$ cat src/hw/rtl/mpfg_pkg.sv
package mpfg_pkg;

    // one generator word and a group of four lanes (index 0 is lane a)
    typedef logic [31:0]       t_word;
    typedef logic [3:0][31:0]  t_quad;

    // operation codes
    localparam logic OP_LOAD     = 1'b0;
    localparam logic OP_GENERATE = 1'b1;

    // generator modes
    localparam logic MODE_XORSHIFT = 1'b0;
    localparam logic MODE_GALOIS   = 1'b1;

    // configuration register indexes
    localparam logic CFG_MODE = 1'b0;
    localparam logic CFG_TAPS = 1'b1;

    localparam t_word TAPS_RESET    = 32'h8001_7BAE;
    localparam t_word FLOAT_EXP_ONE = 32'h3F80_0000;
    localparam int    MAX_GROUPS    = 16;

    typedef struct packed {
        logic        operation;
        logic [3:0]  group_index;
        logic [31:0] seed_a;
        logic [31:0] seed_b;
        logic [31:0] seed_c;
        logic [31:0] seed_d;
    } t_item;

    typedef struct packed {
        logic [3:0]  out_group;
        logic [31:0] raw_a;
        logic [31:0] raw_b;
        logic [31:0] raw_c;
        logic [31:0] raw_d;
        logic [31:0] float_a;
        logic [31:0] float_b;
        logic [31:0] float_c;
        logic [31:0] float_d;
        logic        last_group;
    } t_result;

    // xorshift32 with shifts 13, 17, 5
    function automatic t_word next_xorshift(input t_word x);
        t_word a;
        t_word b;
        a = x ^ (x << 13);
        b = a ^ (a >> 17);
        return b ^ (b << 5);
    endfunction

    // galois lfsr, right shifting
    function automatic t_word next_galois(input t_word x, input t_word taps);
        return x[0] ? ((x >> 1) ^ taps) : (x >> 1);
    endfunction

    // sign from bit 0, exponent 127, mantissa from bits 31..9
    function automatic t_word to_float(input t_word w);
        return (w >> 9) | FLOAT_EXP_ONE | {w[0], 31'd0};
    endfunction

endpackage

$ cat src/hw/rtl/mpfg_update.sv
module mpfg_update (
    input  logic           i_mode,
    input  mpfg_pkg::t_word i_taps,
    input  mpfg_pkg::t_quad i_quad,
    output mpfg_pkg::t_quad o_quad
);

    // advance the four lanes leaving the head of the ring
    always_comb begin
        for (int k = 0; k < 4; k++) begin
            if (i_mode == mpfg_pkg::MODE_GALOIS) begin
                o_quad[k] = mpfg_pkg::next_galois(i_quad[k], i_taps);
            end else begin
                o_quad[k] = mpfg_pkg::next_xorshift(i_quad[k]);
            end
        end
    end

endmodule

$ cat config.mk
export PLATFORM = sky130hd
export DESIGN_NAME = mpfg_update
export DESIGN_NICKNAME = d
export VERILOG_FILES = /design/src/hw/rtl/mpfg_pkg.sv /design/src/hw/rtl/mpfg_update.sv
export SDC_FILE = /design/constraint.sdc
export NUM_CORES = 1
export LEC_CHECK = 0
export ABC_AREA = 1
export BUFFER_PORTS_ARGS = -buffer_cell sky130_fd_sc_hd__buf_2
export CORE_ASPECT_RATIO = 1.1
export CORE_MARGIN = 5
export CORE_UTILIZATION = 55
export DETAILED_ROUTE_END_ITERATION = 10
export PLACE_DENSITY = 0.88
export SLEW_MARGIN = 20
export SYNTH_ARGS = -nofsm -noshare
export SYNTH_HDL_FRONTEND = slang
export SYNTH_SLANG_ARGS = --single-unit
$ cat constraint.sdc
create_clock -name vclk -period 1.6
set_input_delay 0.08 -clock vclk [all_inputs]
set_output_delay 0.08 -clock vclk [all_outputs]
set_load 0.02 [all_outputs]
Word level (Yosys, flattened, before mapping)

Index checks and enable logic that the tools add are counted.

Flip-flop bits (word level): 0
Bits in latches: 0
RAM bits: 0
ROM bits: 0
Bits of input ports: 161
Output and inout port bits: 128
Memories: 0

$add $sub $neg: 0
Multiply operators: 0
Div/mod/pow operators: 0
$lt $le $gt $ge: 0
Equal/unequal tests: 0
Shift-type cells: 0
Muxes and demuxes: 8
Bitwise operators: 16
Reduce and logical (&&, ||, !) cells: 0

Operators by type and width:

| operator              | number |
|---|---|
| two-way mux 32 bit    | 8 |
| XOR 32 bit            | 8 |
| XOR 31 x 32 -> 32 bit | 4 |
| XOR 32 x 15 -> 32 bit | 4 |

Logic depth before layout (Yosys ltp)

Depth after elaboration: 4
Gate-level depth with buffers: 9
Mapped depth without buffers: 9

Worst setup path after synthesis

Ideal clock, no wire load.

Path kind: input to output
From: input port i_quad[64] (netlist bit)
To: output port o_quad[90] (netlist bit)
Data arrival time: 1.062 ns
Data required time: 1.520 ns
Slack: 0.458 ns
Stages on the path: 5
Buffers on the path: 2
Path through: buf_4 -> inv_4 -> buf_4 -> nor3_1 -> o31ai_1

RTL lines:

| item               | line             | text |
|---|---|---|
| start: declaration | mpfg_update.sv:4 | `input mpfg_pkg::t_quad i_quad,` |
| end: declaration   | mpfg_update.sv:5 | `output mpfg_pkg::t_quad o_quad` |

==> run_results.csv <==
group,metric,value,unit
logic_synthesis,avgSynthCellArea,4.51,µm²
detailed_routing,wl,36200,µm
cells_and_area,nets,2005,
global_route,grt_pass1_wl,52600,µm
placed_design,io_buffers,289,
pwr,peakVddDrop,0.000350,V
sta,finalSetupViolCount,0,
logic_synthesis,synth_fp_nets,1726,
global_route,gr-total-overflow,0,
floorplanning,die_w,118,µm
setup_path,worst_setup_path_end_kind,"output port",
global_route,met2_usage,65.4,%
pwr,p_leak,0.00552,µW
sta,fin_crit,1540,ps
setup_path,arrival,1460,ps
worst_hold_path,worstHoldPathType,"input port to output port",
detailed_routing,wl_per_cell,18.1,µm
sta,hold_ws,601,ps
detailed_routing,drt_iter0_drc,1566,
global_route,grt_max_degree,73,
cells_and_area,n_clock_buffer,0,
cells_and_area,seq_cell_count,0,
sta,rsz0062_at_grt,"no",
setup_path,cp_cell_sequence,"buf_2, buf_12, nand2_1, o22ai_1, buf_2",
sta,slew_headroom,67.4,%
placed_design,post-dp-hpwl,28200,µm
setup_path,critPathBufInv,3,
setup_path,path_delay_family,"buffers and inverters",
floorplanning,die_h,129,µm
pwr,p_seq_share,0,%
logic_synthesis,netlist_area,7050,µm²
setup_path,cpPeakStageDelay,350,ps
setup_path,required,1520,ps
floorplanning,ios,289,
floorplanning,dieArea,15200,µm²
status,status,"finished clean",
cells_and_area,final_common_cell,"nand2_1",
pwr,p_per_area,432,nW/µm²
cts,cts_setup_buffers,0,
detailed_routing,ant_nets,0,
pwr,power,3760,µW
sta,tns,0,ps
setup_path,critPathMostFrequentCell,"buf_2",
detailed_routing,drt-vias-per-instance,5.88,
setup_path,critPathLaunchType,"input port",
pwr,power_switching,2570,µW
global_route,grt_usage,43.3,%
sta,slew_viol_final,0,
setup_path,slowest_stage,"buf_12",
global_route,busiest_layer,"met2",
detailed_routing,drcViolationCount,0,
cts,cts_hold_buffers,0,
setup_path,crit_type,"input port to output port",
floorplanning,rows,43,
cells_and_area,final_cell_mix,"nand2_1 (725), buf_2 (289), nand3_1 (228)",
pwr,switching_share,68.5,%
detailed_routing,dr_total_vias,11761,
logic_synthesis,synthCells,1565,
detailed_routing,firstDrtPassIters,6,
global_route,grt_pass1_vias,10091,
cells_and_area,drive_above_1_share,19.8,%
setup_path,crit_fanout,72,
global_route,met1_usage,54.4,%
floorplanning,start_util,56.0,%
cells_and_area,synthToLayoutAreaGrowth,23.1,%
global_route,antenna_found_initial,2,
sta,period_share,96.5,%
job,cap_violations,0,
pwr,clockPowerShare,0,%
floorplanning,core,12600,µm²
logic_synthesis,yosysSeqAreaShare,0,%
cells_and_area,regArea,0,µm²
global_route,grt_util_met3,9.36,%
cts,cts_resized,0,
pwr,p_int,1180,µW
sta,fmax,648,MHz
sta,worst_slew_pin_slew,485,ps
pwr,p_comb_share,100.0,%
sta,hold_viol,0,
logic_synthesis,yosysUniqueCellTypes,22,
placed_design,finalWeightedCongestion,1.02,
logic_synthesis,yosysWarnings,0,
==> cells by family after synthesis <==
group,Yosys count,synth area share (%)
buffers and inverters,268,16.9
AND/OR/NAND/NOR,1034,60.3
AO/OA/AOI/OAI,207,15.8
XOR/XNOR,56,6.95
==> final cells by class <==
| class | instances | area [µm²] |
|---|---|---|
| Fill cell | 1292 | 3910 |
| Multi-Input combinational cell | 1297 | 5860 |
| Inverter | 216 | 823 |
| Tap cell | 157 | 196 |
| Antenna cell | 1 | 2.50 |
| Timing Repair Buffer | 329 | 1800 |
==> worst paths after layout <==
path	from	endpoint	slack, ps	cells past startpoint
worst max-delay path	i_mode	o_quad[127]	60	5
worst min-delay path	i_quad[91]	o_quad[90]	600	4
==> cell usage after synthesis <==
cell / count / area share [%]
nand2_1: 725 / 39
nand3_1: 228 / 16
inv_1: 201 / 11
o21ai_0: 95 / 6.7
a21oi_1: 55 / 3.9
xnor2_1: 40 / 5.0
nor3_1: 32 / 2.3
o31ai_1: 32 / 3.4
nor2_1: 29 / 1.5
o21ai_1: 24 / 1.7
nand2_2: 20 / 1.8
buf_2: 19 / 1.3
buf_4: 16 / 1.7
xor2_1: 16 / 2.0
inv_2: 10 / 0.53
buf_6: 8 / 1.3
clkbuf_1: 6 / 0.32
inv_4: 5 / 0.44
buf_12: 1 / 0.28
clkbuf_2: 1 / 0.071
clkbuf_8: 1 / 0.20
o22ai_1: 1 / 0.089
==> power groups by stage <==
stage	logic (µW)	clock network, µW	registers [µW]
after floorplan	2280	0	0
after global placement	3580	0	0
after detailed placement	3630	0	0
after CTS	3640	0	0
after global routing	4020	0.0000835	0
final	3760	0.0000836	0
==> per-layer routing <==
layer | vias to the layer above | share of wire, %
met5 | - | 0.052
li1 | 5507 | -
met1 | 5056 | 34
met4 | 2 | 8.9
met3 | 201 | 16
met2 | 995 | 41
==> stage by stage <==
step	worst slack (ps)	cells	utilization, %	area, µm²
5_1_grt	47.9	2000	69.0	8680
6_report	56.2	2000	69.0	8680
4_1_cts	161	1999	69.0	8680
3_5_place_dp	167	1999	69.0	8680
3_3_place_gp	177	1999	69.0	8680
2_1_floorplan	458	1565	-	7050
Note: power is estimated with default switching activity, not from simulation.
