## src/hw/rtl/mpfg_pkg.sv

```systemverilog
package mpfg_pkg;

    // one generator word and a group of four lanes (index 0 is lane a)
    typedef logic [31:0]       t_word;
    typedef logic [3:0][31:0]  t_quad;

    // operation codes
    localparam logic OP_LOAD     = 1'b0;
    localparam logic OP_GENERATE = 1'b1;

    // generator modes
    localparam logic MODE_XORSHIFT = 1'b0;
    localparam logic MODE_GALOIS   = 1'b1;

    // configuration register indexes
    localparam logic CFG_MODE = 1'b0;
    localparam logic CFG_TAPS = 1'b1;

    localparam t_word TAPS_RESET    = 32'h8001_7BAE;
    localparam t_word FLOAT_EXP_ONE = 32'h3F80_0000;
    localparam int    MAX_GROUPS    = 16;

    typedef struct packed {
        logic        operation;
        logic [3:0]  group_index;
        logic [31:0] seed_a;
        logic [31:0] seed_b;
        logic [31:0] seed_c;
        logic [31:0] seed_d;
    } t_item;

    typedef struct packed {
        logic [3:0]  out_group;
        logic [31:0] raw_a;
        logic [31:0] raw_b;
        logic [31:0] raw_c;
        logic [31:0] raw_d;
        logic [31:0] float_a;
        logic [31:0] float_b;
        logic [31:0] float_c;
        logic [31:0] float_d;
        logic        last_group;
    } t_result;

    // xorshift32 with shifts 13, 17, 5
    function automatic t_word next_xorshift(input t_word x);
        t_word a;
        t_word b;
        a = x ^ (x << 13);
        b = a ^ (a >> 17);
        return b ^ (b << 5);
    endfunction

    // galois lfsr, right shifting
    function automatic t_word next_galois(input t_word x, input t_word taps);
        return x[0] ? ((x >> 1) ^ taps) : (x >> 1);
    endfunction

    // sign from bit 0, exponent 127, mantissa from bits 31..9
    function automatic t_word to_float(input t_word w);
        return (w >> 9) | FLOAT_EXP_ONE | {w[0], 31'd0};
    endfunction

endpackage

```

## src/hw/rtl/mpfg_cell.sv

```systemverilog
module mpfg_cell (
    input  logic            i_clk,
    input  logic            i_rst_n,
    input  logic            i_shift,
    input  mpfg_pkg::t_quad i_shift_data,
    input  logic            i_load,
    input  logic [3:0]      i_load_mask,
    input  mpfg_pkg::t_quad i_load_data,
    output mpfg_pkg::t_quad o_data
);

    mpfg_pkg::t_quad r_data;
    mpfg_pkg::t_quad n_data;

    // take the neighbor's group while rotating, else seed masked lanes
    always_comb begin
        n_data = r_data;
        if (i_shift) begin
            n_data = i_shift_data;
        end else if (i_load) begin
            for (int k = 0; k < 4; k++) begin
                if (i_load_mask[k]) begin
                    n_data[k] = i_load_data[k];
                end
            end
        end
    end

    always_ff @(posedge i_clk) begin
        if (!i_rst_n) begin
            r_data <= '0;
        end else begin
            r_data <= n_data;
        end
    end

    assign o_data = r_data;

endmodule

```

## config.mk

```make
export PLATFORM = sky130hd
export DESIGN_NAME = mpfg_cell
export DESIGN_NICKNAME = d
export VERILOG_FILES = /design/src/hw/rtl/mpfg_pkg.sv /design/src/hw/rtl/mpfg_cell.sv
export SDC_FILE = /design/constraint.sdc
export NUM_CORES = 1
export LEC_CHECK = 0
export ABC_AREA = 1
export BUFFER_PORTS_ARGS = -buffer_cell sky130_fd_sc_hd__buf_2
export CORE_MARGIN = 2
export CORE_UTILIZATION = 25
export DETAILED_ROUTE_END_ITERATION = 8
export PLACE_DENSITY = 0.58
export SLEW_MARGIN = 20
export SYNTH_ARGS = -nofsm -noshare
export SYNTH_HDL_FRONTEND = slang
export SYNTH_SLANG_ARGS = --single-unit
```

## constraint.sdc

```tcl
create_clock -name i_clk -period 0.8 [get_ports i_clk]
set_input_delay 0.04 -clock i_clk [delete_from_list [all_inputs] [get_ports i_clk]]
set_output_delay 0.04 -clock i_clk [all_outputs]
set_load 0.01 [all_outputs]
```

# Word level (Yosys, flattened, before mapping)
# Cells that the tools add are included.
# word_totals
word_cells,19
register_bits,128
inputBits,264
output_inout_bits,128
# classes
mux,6
n_reduce_logical,9
# op_table
cell,count
128-bit 2-to-1 mux,2
32-bit 2-to-1 mux,4
2-bit nonzero test,5
2-bit AND reduction,4

# Depth between registers and ports, before layout
# Gate-level depths: netlist (run 1).
# logic_depth
ltp_word,3
mapped_depth,8
mapped_depth_nobuf,5

# Worst setup path before layout (run 1)
# Ideal clock, no wire load.
# synth_timing
kind,in2reg
startpoint,input port i_shift
endpoint,register r_data (netlist bit o_data[0])
path_stages,7
arrival_ps,685
setup_time_ps,112
slack_ps,3
t_required_ps,688
path_buffers,3
path_cell_list,buf_6 -> buf_4 -> buf_4 -> nand2_1 -> nand2_1 -> nor2_1 -> nor2_1
# synth_via
elab_chain_cells,2
elab_cells_between_ends,4
cone_classes,mux (1); reduce/logical (3)
# synth_rtl
item,line_no,rtl
"start, declared",mpfg_cell.sv:4,"input logic i_shift,"
2-bit nonzero test (no source line),n/a,
2-bit AND reduction (no source line),n/a,
"end signal, assigned",mpfg_cell.sv:33,r_data <= n_data;
"end, declared",mpfg_cell.sv:12,mpfg_pkg::t_quad r_data;
# Several ways; a longest one is shown, not always the timed one.
# A chain may end at the register's enable or synchronous reset.

# Worst setup path in the final report (run 1)
# layout_timing
startpoint,register r_data (netlist bit o_data[117])
endpoint,output port o_data[117] (netlist bit)
# layout_rtl
item,line_no,rtl
"end, declared",mpfg_cell.sv:9,output mpfg_pkg::t_quad o_data
# No word-level cell between the ends.

==> summary.log, run 1 <==
INFO  yosys          distinct_cells_synth=11
INFO  yosys          seq_area_frac_synth=0.354
INFO  global_route   track_usage=0.195
INFO  global_route   overflow=0
INFO  yosys          synth_area_leaders=sky130_fd_sc_hd__dfxtp_1, sky130_fd_sc_hd__nand2_1, sky130_fd_sc_hd__nor2_1
INFO  worst_setup_path r2r_setup_slk=0.03ns
INFO  drt            drt-initial-drc-count=435
INFO  floorplan      core_area=0.0286mm2
INFO  layout         design_area=0.0139mm2
INFO  worst_setup_path reg2reg_from=o_data[61]
INFO  clocking       cts_root_buf=sky130_fd_sc_hd__clkbuf_16
INFO  yosys          synthesis.area=0.00724mm2
INFO  yosys          netlist_instances=1243
INFO  drt            finalWirelength=30.4mm
INFO  placement      detailed_place.area=0.00964mm2
INFO  clocking       tritoncts=done
INFO  global_route   number_of_antenna_violations_at_the_first_check_in_global_routing=2
INFO  yosys          asyncSetResetFlopFracSynth=0
INFO  worst_hold_path hold_path_end=o_data[95]
INFO  worst_setup_path slowest_delay=0.35ns
INFO  clocking       later_pin_clock_latency_in_the_skew_report=0.41ns
INFO  job            maxcap_viol_count=0
INFO  yosys          yosys_most_used_dff=sky130_fd_sc_hd__dfxtp_1
INFO  timing         layout_min_cycle_time=0.919ns
INFO  worst_setup_path crit_path_slowest_cell=sky130_fd_sc_hd__dfxtp_4
INFO  yosys          synth-edff-count=0
INFO  timing         fin_setup_tns=-10.87ns
INFO  timing         fin_crit_sh=1.15
INFO  layout         final_nets=2141
INFO  power          cellPowerDensity=1590mW/mm2
INFO  status         status=complete, but fails checks
INFO  drt            post_drt_antenna_nets=0
INFO  yosys          synthesis.area_per_instance=5.83um2
INFO  layout         syn_to_final_growth=92.1%
INFO  timing         maxSlewHeadroom=0.773
INFO  worst_setup_path timing.critical_path.arrival=0.88ns
INFO  status         failed_checks=negative setup slack
INFO  placement      place_ws=-0.232ns
INFO  floorplan      die_area=0.0303mm2
INFO  global_route   grt_pass1_wl=48.0mm
INFO  placement      detailed_place_hpwl=18.1mm
INFO  worst_setup_path r2r_cells=5
INFO  timing         pin_slew_with_the_least_headroom_to_its_limit=0.341ns
INFO  layout         largest_register_ffs=128
INFO  worst_setup_path critPathRequiredTime=0.76ns
INFO  timing         achievable-frequency=1090MHz
INFO  floorplan      floorplan.die.height=174um
INFO  timing         grt_setup_unrepaired=true
INFO  drt            via_per_inst=4.32
INFO  worst_setup_path critical-path-top-delay-family=flip-flops
INFO  global_route   maximum_number_of_pins_on_one_net_before_global_route_repair=62
INFO  yosys          synth_warnings=0
INFO  yosys          syn-num-nets=1507
INFO  floorplan      placementRows=62
INFO  timing         final-setup-viol-count=128
INFO  clocking       cts_inserted_buffers=17
INFO  worst_hold_path whs_path_depth=5
INFO  floorplan      die_x=174um
INFO  yosys          cell_with_the_most_instances_after_synthesis=sky130_fd_sc_hd__nand2_1
INFO  clocking       clock_path_buffers=2
INFO  worst_hold_path hold_path_startpoint=i_load_data[95]
INFO  layout         final_layout_size_suffix_gt1_frac=0.323
INFO  worst_setup_path setup.worst_path.class=reg -> out
INFO  yosys          yosys_register_bits=128
INFO  placement      port_buffers=391
INFO  global_route   first_global_vias=10.1k
INFO  timing         finalMaxSlewViolations=0
INFO  timing         hold_viol=0
INFO  placement      globalplace.congestion=0.854
INFO  worst_setup_path critical_path_peak_fanout=2
INFO  yosys          yosysTopAreaCellShare=0.354
INFO  worst_setup_path regToRegEndpoint=o_data[61]
INFO  drt            detail_route.drc_violations=0
INFO  floorplan      initial_core_utilization=0.253
INFO  timing         worst_clock_skew=0ns
INFO  floorplan      io_pins=392
INFO  timing         fin_worst_hold_slack=0.0227ns
INFO  worst_setup_path worst-path-buf-inv=1
INFO  yosys          yosys-top-cells-count=sky130_fd_sc_hd__nand2_1, sky130_fd_sc_hd__nor2_1, sky130_fd_sc_hd__dfxtp_1, sky130_fd_sc_hd__inv_1, sky130_fd_sc_hd__nand3_1
INFO  clocking       cts.sink_count=128
INFO  clocking       cts_h_tree_depth=4
INFO  power          vdd.ir_drop.worst=1230uV
INFO  power          leakage=7.27nW
INFO  worst_setup_path worst_setup_path_start_kind=register
INFO  drt            firstDrtPassIters=5
INFO  worst_setup_path worst_setup_path_end_kind=primary output
INFO  worst_hold_path min-delay-path-class=in -> reg
INFO  worst_setup_path crit_chain=buf_6
INFO  timing         layout_setup_ws=-0.119ns
INFO  drt            vias=9821
INFO  yosys          library_cell_occupying_the_most_area_in_the_post_synthesis_netlist=sky130_fd_sc_hd__dfxtp_1
INFO  drt            detail_route.wl_per_cell=13.3um
INFO  clocking       cts.reportedPaths.clkPinSlew=0.06ns
## layer usage
layer / vias to the layer above / track usage / part of all wire
li1: 4948 / - / -
met1: 4355 / 0.202 / 0.39
met2: 411 / 0.354 / 0.49
met3: 107 / 0.0545 / 0.066
met4: 0 / 0.105 / 0.050
met5: - / 0 / 0
## timing repair
action                                  4_1_cts  5_1_grt
buffers inserted                              4       10
pin swaps                                     0        4
resized for setup                           265        7
hold buffers                                254        0
hold endpoints to repair                    127        0
endpoints found under the setup margin      128      131
## cell families (layout without fill, tap and decap cells)
| logic type | Yosys count | after routing | share of synthesized area |
|---|---|---|---|
| AO/OA/AOI/OAI | 4 | 4 | 0.00484 |
| flip-flops | 128 | 128 | 0.354 |
| buffers and inverters | 211 | 857 | 0.153 |
| AND/OR/NAND/NOR | 900 | 900 | 0.489 |
| other | 0 | 2 | 0 |
## area by class of cell
cell class	instances	area [um2]
Timing Repair Buffer	697	5980
Clock buffer	19	443
Antenna cell	2	5.00
Inverter	129	492
Tap cell	384	480
Sequential cell	128	2730
Multi-Input combinational cell	904	3580
Fill cell	2662	14700
Clock inverter	12	208
## how the worst max path moves through the flow
stage                            from     endpoint  slack [ns]  depth (start not counted)
after floorplan               i_shift    o_data[0]       0.003                          7
after global placement        i_shift   o_data[32]       -0.22                          6
after detailed placement      i_shift   o_data[45]       -0.23                          6
after CTS                 o_data[124]  o_data[124]       -0.15                          1
after global routing      o_data[124]  o_data[124]       -0.17                          1
final                     o_data[117]  o_data[117]       -0.12                          1
## placed cells by master, fill, tap and decap left out, drive strengths merged
master	instances
buf	443
bufinv	5
inv	131
dfxtp	128
clkinv	2
nor2	256
clkinvlp	3
dlygate4sd3	254
nand3	128
diode	2
clkbuf	19
a21oi	4
nand2	516
## metrics by stage
stage	std cells	total power, mW	utilization
final	2275	22.2	0.486
after global placement	1975	11.5	0.337
after CTS	2263	22.3	0.483
after detailed placement	1975	11.6	0.337
after global routing	2273	23.4	0.486
after floorplan	1243	9.75	-
## where the power goes
group	switching, mW	internal [mW]	total, mW	leakage [nW]
clock	3.12	5.64	8.75	0.306
combinational	2.68	3.33	6.02	5.87
sequential	0.386	7.03	7.42	1.10
Note: power is estimated with default switching activity, not from simulation.
==> run 2, diff against run 1 <==
- REMOVE_ABC_BUFFERS: not set -> 1
==> summary.log, run 2 (synthesis results as in run 1) <==
INFO  timing         finalMaxSlewViolations=0
INFO  timing         worst_clock_skew=0ns
INFO  layout         multiInputGateArea=0.00359mm2
INFO  global_route   track_usage=0.189
INFO  worst_hold_path min-delay-path-class=in -> reg
INFO  timing         final-setup-viol-count=128
INFO  placement      detailed_place.area=0.00961mm2
INFO  clocking       later_pin_clock_latency_in_the_skew_report=0.40ns
INFO  layout         final_layout_size_suffix_gt1_frac=0.327
INFO  floorplan      die_area=0.0303mm2
INFO  floorplan      io_pins=392
INFO  worst_setup_path timing.critical_path.from=o_data[3]
INFO  placement      globalplace.congestion=0.814
INFO  drt            drt-initial-drc-count=423
INFO  layout         n_antenna_cell=0
INFO  placement      port_buffers=391
INFO  layout         layout.cells.most_common=sky130_fd_sc_hd__nand2_1
INFO  drt            firstDrtPassIters=5
INFO  floorplan      initial_core_utilization=0.253
INFO  worst_setup_path worst_setup_path_start_kind=register
INFO  floorplan      floorplan.die.height=174um
INFO  clocking       cts.sink_count=128
INFO  global_route   number_of_antenna_violations_at_the_first_check_in_global_routing=0
INFO  layout         largest_register_ffs=128
INFO  worst_hold_path whs_path_depth=5
INFO  worst_setup_path slowest_delay=0.36ns
INFO  worst_setup_path r2r_cells=5
INFO  status         status=complete, but fails checks
INFO  layout         design_area=0.0138mm2
INFO  worst_setup_path critical_path_peak_fanout=2
INFO  layout         sequential_cell_area=0.00273mm2
INFO  layout         final_nets=2132
INFO  layout         layout.cells.most_common_list=sky130_fd_sc_hd__nand2_1, sky130_fd_sc_hd__buf_2, sky130_fd_sc_hd__nor2_1, sky130_fd_sc_hd__dlygate4sd3_1, sky130_fd_sc_hd__buf_6
INFO  worst_setup_path crit_path_slowest_cell=sky130_fd_sc_hd__dfxtp_4
INFO  worst_setup_path critPathRequiredTime=0.76ns
INFO  timing         pin_slew_with_the_least_headroom_to_its_limit=0.316ns
INFO  clocking       cts_inserted_buffers=17
INFO  timing         layout_setup_ws=-0.125ns
INFO  worst_setup_path reg2reg_from=o_data[9]
INFO  worst_setup_path worst-path-buf-inv=1
INFO  clocking       cts.reportedPaths.clkPinSlew=0.06ns
INFO  timing         grt_setup_unrepaired=true
INFO  worst_setup_path setup.worst_path.class=reg -> out
INFO  drt            via_per_inst=4.30
INFO  timing         achievable-frequency=1080MHz
INFO  worst_hold_path hold_path_startpoint=i_shift_data[13]
INFO  power          cellPowerDensity=1600mW/mm2
INFO  placement      placed_cells_incl_taps=1975
INFO  worst_setup_path r2r_setup_slk=0.03ns
INFO  layout         fraction_of_the_core_area_covered_by_cells_at_the_end_of_the_flow=0.482
INFO  timing         hold_viol=0
INFO  worst_setup_path crit_chain=buf_6
INFO  worst_setup_path crit_cells=1
INFO  job            maxcap_viol_count=0
INFO  clocking       clock_path_buffers=2
INFO  clocking       cts_h_tree_depth=4
INFO  status         failed_checks=negative setup slack
INFO  clocking       cts_root_buf=sky130_fd_sc_hd__clkbuf_16
INFO  drt            vias=9734
INFO  worst_setup_path timing.critical_path.arrival=0.88ns
INFO  clocking       tritoncts=done
INFO  worst_setup_path regToRegEndpoint=o_data[9]
INFO  drt            post_drt_antenna_nets=0
INFO  timing         maxSlewHeadroom=0.789
INFO  power          vdd.ir_drop.worst=992uV
INFO  worst_setup_path worst_setup_path_end_kind=primary output
INFO  layout         syn_to_final_growth=90.6%
INFO  worst_hold_path hold_path_end=o_data[13]
INFO  floorplan      die_x=174um
INFO  worst_setup_path critical-path-top-delay-family=flip-flops
INFO  placement      detailed_place_hpwl=17.5mm
INFO  drt            finalWirelength=29.3mm
INFO  drt            detail_route.drc_violations=0
INFO  timing         fin_crit_sh=1.16
INFO  timing         fin_worst_hold_slack=0.0160ns
INFO  global_route   grt_pass1_wl=46.8mm
INFO  power          leakage=7.23nW
INFO  layout         instances_no_fill=2264
INFO  timing         fin_setup_tns=-10.33ns
INFO  drt            detail_route.wl_per_cell=12.9um
INFO  global_route   first_global_vias=9836
INFO  global_route   overflow=0
INFO  floorplan      placementRows=62
INFO  global_route   maximum_number_of_pins_on_one_net_before_global_route_repair=61
INFO  floorplan      core_area=0.0286mm2
INFO  timing         layout_min_cycle_time=0.925ns
INFO  layout         n_fill_cell=2638
-- run 2: layout make-up --
| cell class | instances | share of cell area |
|---|---|---|
| timing repair buffer | 688 | 0.425 |
| clock inverter | 12 | 0.0150 |
| sequential | 128 | 0.198 |
| tap | 384 | 0.0348 |
| clock buffer | 19 | 0.0321 |
| multi-input combinational | 904 | 0.260 |
| inverter | 129 | 0.0356 |
-- run 2: routing by layer --
layer	wire, um	track usage
met4	1400	0.0973
met5	0	0
met1	11600	0.205
met2	14200	0.334
met3	2050	0.0529
-- run 2: how the worst max path moves through the flow --
stage / endpoint
CTS: o_data[3]
detailed placement: o_data[106]
finish: o_data[3]
floorplan: o_data[0]
global route: o_data[81]
global placement: o_data[81]
-- run 2: timing repair --
item / CTS / global route
setup buffers: 2 / 11
setup endpoints to repair: 128 / 129
resized for setup: 265 / 12
pin swaps: 0 / 4
endpoints found under the hold margin: 127 / 0
cloned: 0 / 0
hold buffers: 248 / 0
-- run 2: per-stage QoR --
| stage | total power [mW] | worst slack, ns |
|---|---|---|
| final | 22.1 | -0.125 |
| after global routing | 23.3 | -0.173 |
| after CTS | 22.3 | -0.157 |
| after detailed placement | 11.6 | -0.218 |
| after global placement | 11.5 | -0.194 |
| after floorplan | 9.35 | -0.805 |
-- run 2: where the power goes --
part / switching (mW) / internal, mW
combinational: 2.66 / 3.29
clock: 3.07 / 5.63
sequential: 0.380 / 7.03
==> run 3, diff against run 2 <==
- CORE_AREA: not set -> 2 2 153 155
- CORE_MARGIN: 2 -> not set
- CORE_UTILIZATION: 25 -> not set
- DIE_AREA: not set -> 0 0 155 157
- PLACE_DENSITY: 0.58 -> 0.69
==> summary.log, run 3 (synthesis results as in run 1) <==
INFO  power          report.power.total=21.7mW
INFO  floorplan      floorplan.die.height=157um
INFO  floorplan      die_area=0.0243mm2
INFO  worst_setup_path setup.worst_path.class=reg -> out
INFO  timing         hold_viol=0
INFO  placement      detailed_place_hpwl=16.6mm
INFO  timing         fin_setup_tns=-10.77ns
INFO  clocking       cts_h_tree_depth=4
INFO  worst_setup_path slowest_delay=0.38ns
INFO  clocking       clock_path_buffers=2
INFO  layout         design_area=0.0137mm2
INFO  global_route   overflow=0
INFO  placement      placed_cells_incl_taps=1870
INFO  global_route   number_of_antenna_violations_at_the_first_check_in_global_routing=2
INFO  status         status=complete, but fails checks
INFO  worst_setup_path crit_path_slowest_cell=sky130_fd_sc_hd__dfxtp_4
INFO  global_route   track_usage=0.246
INFO  worst_setup_path worst_setup_path_end_kind=primary output
INFO  timing         layout_min_cycle_time=0.932ns
INFO  drt            vias=10.3k
INFO  clocking       cts.sink_count=128
INFO  drt            via_per_inst=4.74
INFO  layout         layout.cells.most_common_list=sky130_fd_sc_hd__nand2_1, sky130_fd_sc_hd__buf_2, sky130_fd_sc_hd__dlygate4sd3_1, sky130_fd_sc_hd__nor2_1, sky130_fd_sc_hd__buf_6
INFO  floorplan      die_x=155um
INFO  clocking       cts_inserted_buffers=17
INFO  timing         fin_crit_sh=1.16
INFO  timing         layout_setup_ws=-0.132ns
INFO  worst_setup_path crit_chain=buf_6
INFO  layout         largest_register_ffs=128
INFO  layout         instances_no_fill=2173
INFO  timing         final-setup-viol-count=128
INFO  layout         layout.cells.most_common=sky130_fd_sc_hd__nand2_1
INFO  power          vdd.ir_drop.worst=1030uV
INFO  clocking       tritoncts=done
INFO  drt            post_drt_antenna_nets=0
INFO  timing         pin_slew_with_the_least_headroom_to_its_limit=0.441ns
INFO  floorplan      initial_core_utilization=0.322
INFO  drt            drt-initial-drc-count=866
INFO  drt            detail_route.drc_violations=0
INFO  worst_setup_path r2r_cells=5
INFO  worst_hold_path min-delay-path-class=in -> reg
INFO  timing         finalMaxSlewViolations=0
INFO  power          cellPowerDensity=1590mW/mm2
INFO  timing         achievable-frequency=1070MHz
INFO  worst_setup_path worst-path-buf-inv=1
INFO  worst_hold_path whs_path_depth=5
INFO  global_route   maximum_number_of_pins_on_one_net_before_global_route_repair=66
INFO  layout         final_nets=2136
INFO  status         failed_checks=negative setup slack
INFO  floorplan      placementRows=55
INFO  clocking       cts_root_buf=sky130_fd_sc_hd__clkbuf_16
INFO  worst_setup_path critPathRequiredTime=0.76ns
INFO  drt            finalWirelength=31.9mm
INFO  floorplan      core_area=0.0225mm2
INFO  timing         maxSlewHeadroom=0.706
INFO  timing         fin_worst_hold_slack=0.0258ns
INFO  clocking       cts.reportedPaths.clkPinSlew=0.05ns
INFO  power          leakage=7.22nW
INFO  placement      place_ws=-0.366ns
INFO  drt            firstDrtPassIters=6
INFO  worst_setup_path timing.critical_path.arrival=0.89ns
INFO  global_route   first_global_vias=9838
INFO  global_route   grt_pass1_wl=48.3mm
INFO  drt            detail_route.wl_per_cell=14.7um
INFO  layout         syn_to_final_growth=89.2%
INFO  worst_setup_path critical_path_peak_fanout=2
INFO  worst_setup_path worst_setup_path_start_kind=register
INFO  layout         final_layout_size_suffix_gt1_frac=0.333
INFO  placement      globalplace.congestion=0.832
INFO  placement      detailed_place.area=0.00938mm2
INFO  placement      port_buffers=391
INFO  floorplan      io_pins=392
INFO  layout         fraction_of_the_core_area_covered_by_cells_at_the_end_of_the_flow=0.609
INFO  timing         worst_clock_skew=0ns
INFO  worst_setup_path critical-path-top-delay-family=flip-flops
INFO  clocking       later_pin_clock_latency_in_the_skew_report=0.40ns
INFO  timing         grt_setup_unrepaired=true
INFO  worst_setup_path crit_cells=1
INFO  job            maxcap_viol_count=0
==> run 3: final timing paths <==
check	from	endpoint	slack [ns]
hold / removal	i_shift_data[106]	o_data[106]	0.03
setup / recovery	o_data[55]	o_data[55]	-0.13
setup reg to reg	o_data[2]	o_data[2]	0.02
hold reg to reg	o_data[50]	o_data[50]	0.55
==> run 3: final cells by class <==
| type | count | area (um2) |
|---|---|---|
| clock buffer | 19 | 433 |
| timing repair buffer | 692 | 5860 |
| clock inverter | 12 | 186 |
| fill | 1730 | 8800 |
| inverter | 129 | 492 |
| multi-input combinational | 904 | 3630 |
| antenna | 4 | 10.0 |
| sequential | 128 | 2730 |
| tap | 285 | 357 |
==> run 3: what timing repair did <==
action / 4_1_cts / 5_1_grt
setup buffers: 3 / 13
resized for setup: 262 / 32
pin swaps: 0 / 10
hold endpoints to repair: 128 / 0
hold buffers: 254 / 0
endpoints found under the setup margin: 128 / 172
==> run 3: where the power goes <==
| part | internal [mW] | switching (mW) |
|---|---|---|
| combinational | 3.30 | 2.80 |
| clock | 5.23 | 2.99 |
| sequential | 7.03 | 0.394 |
| total | 15.6 | 6.19 |
==> run 3: layer usage <==
layer  vias up  wire length, um  track usage
li1       4938                -            -
met2       645            15300        0.421
met4         0             1790        0.160
met5         -                0            0
met1      4565            11900        0.265
met3       142             2930       0.0743
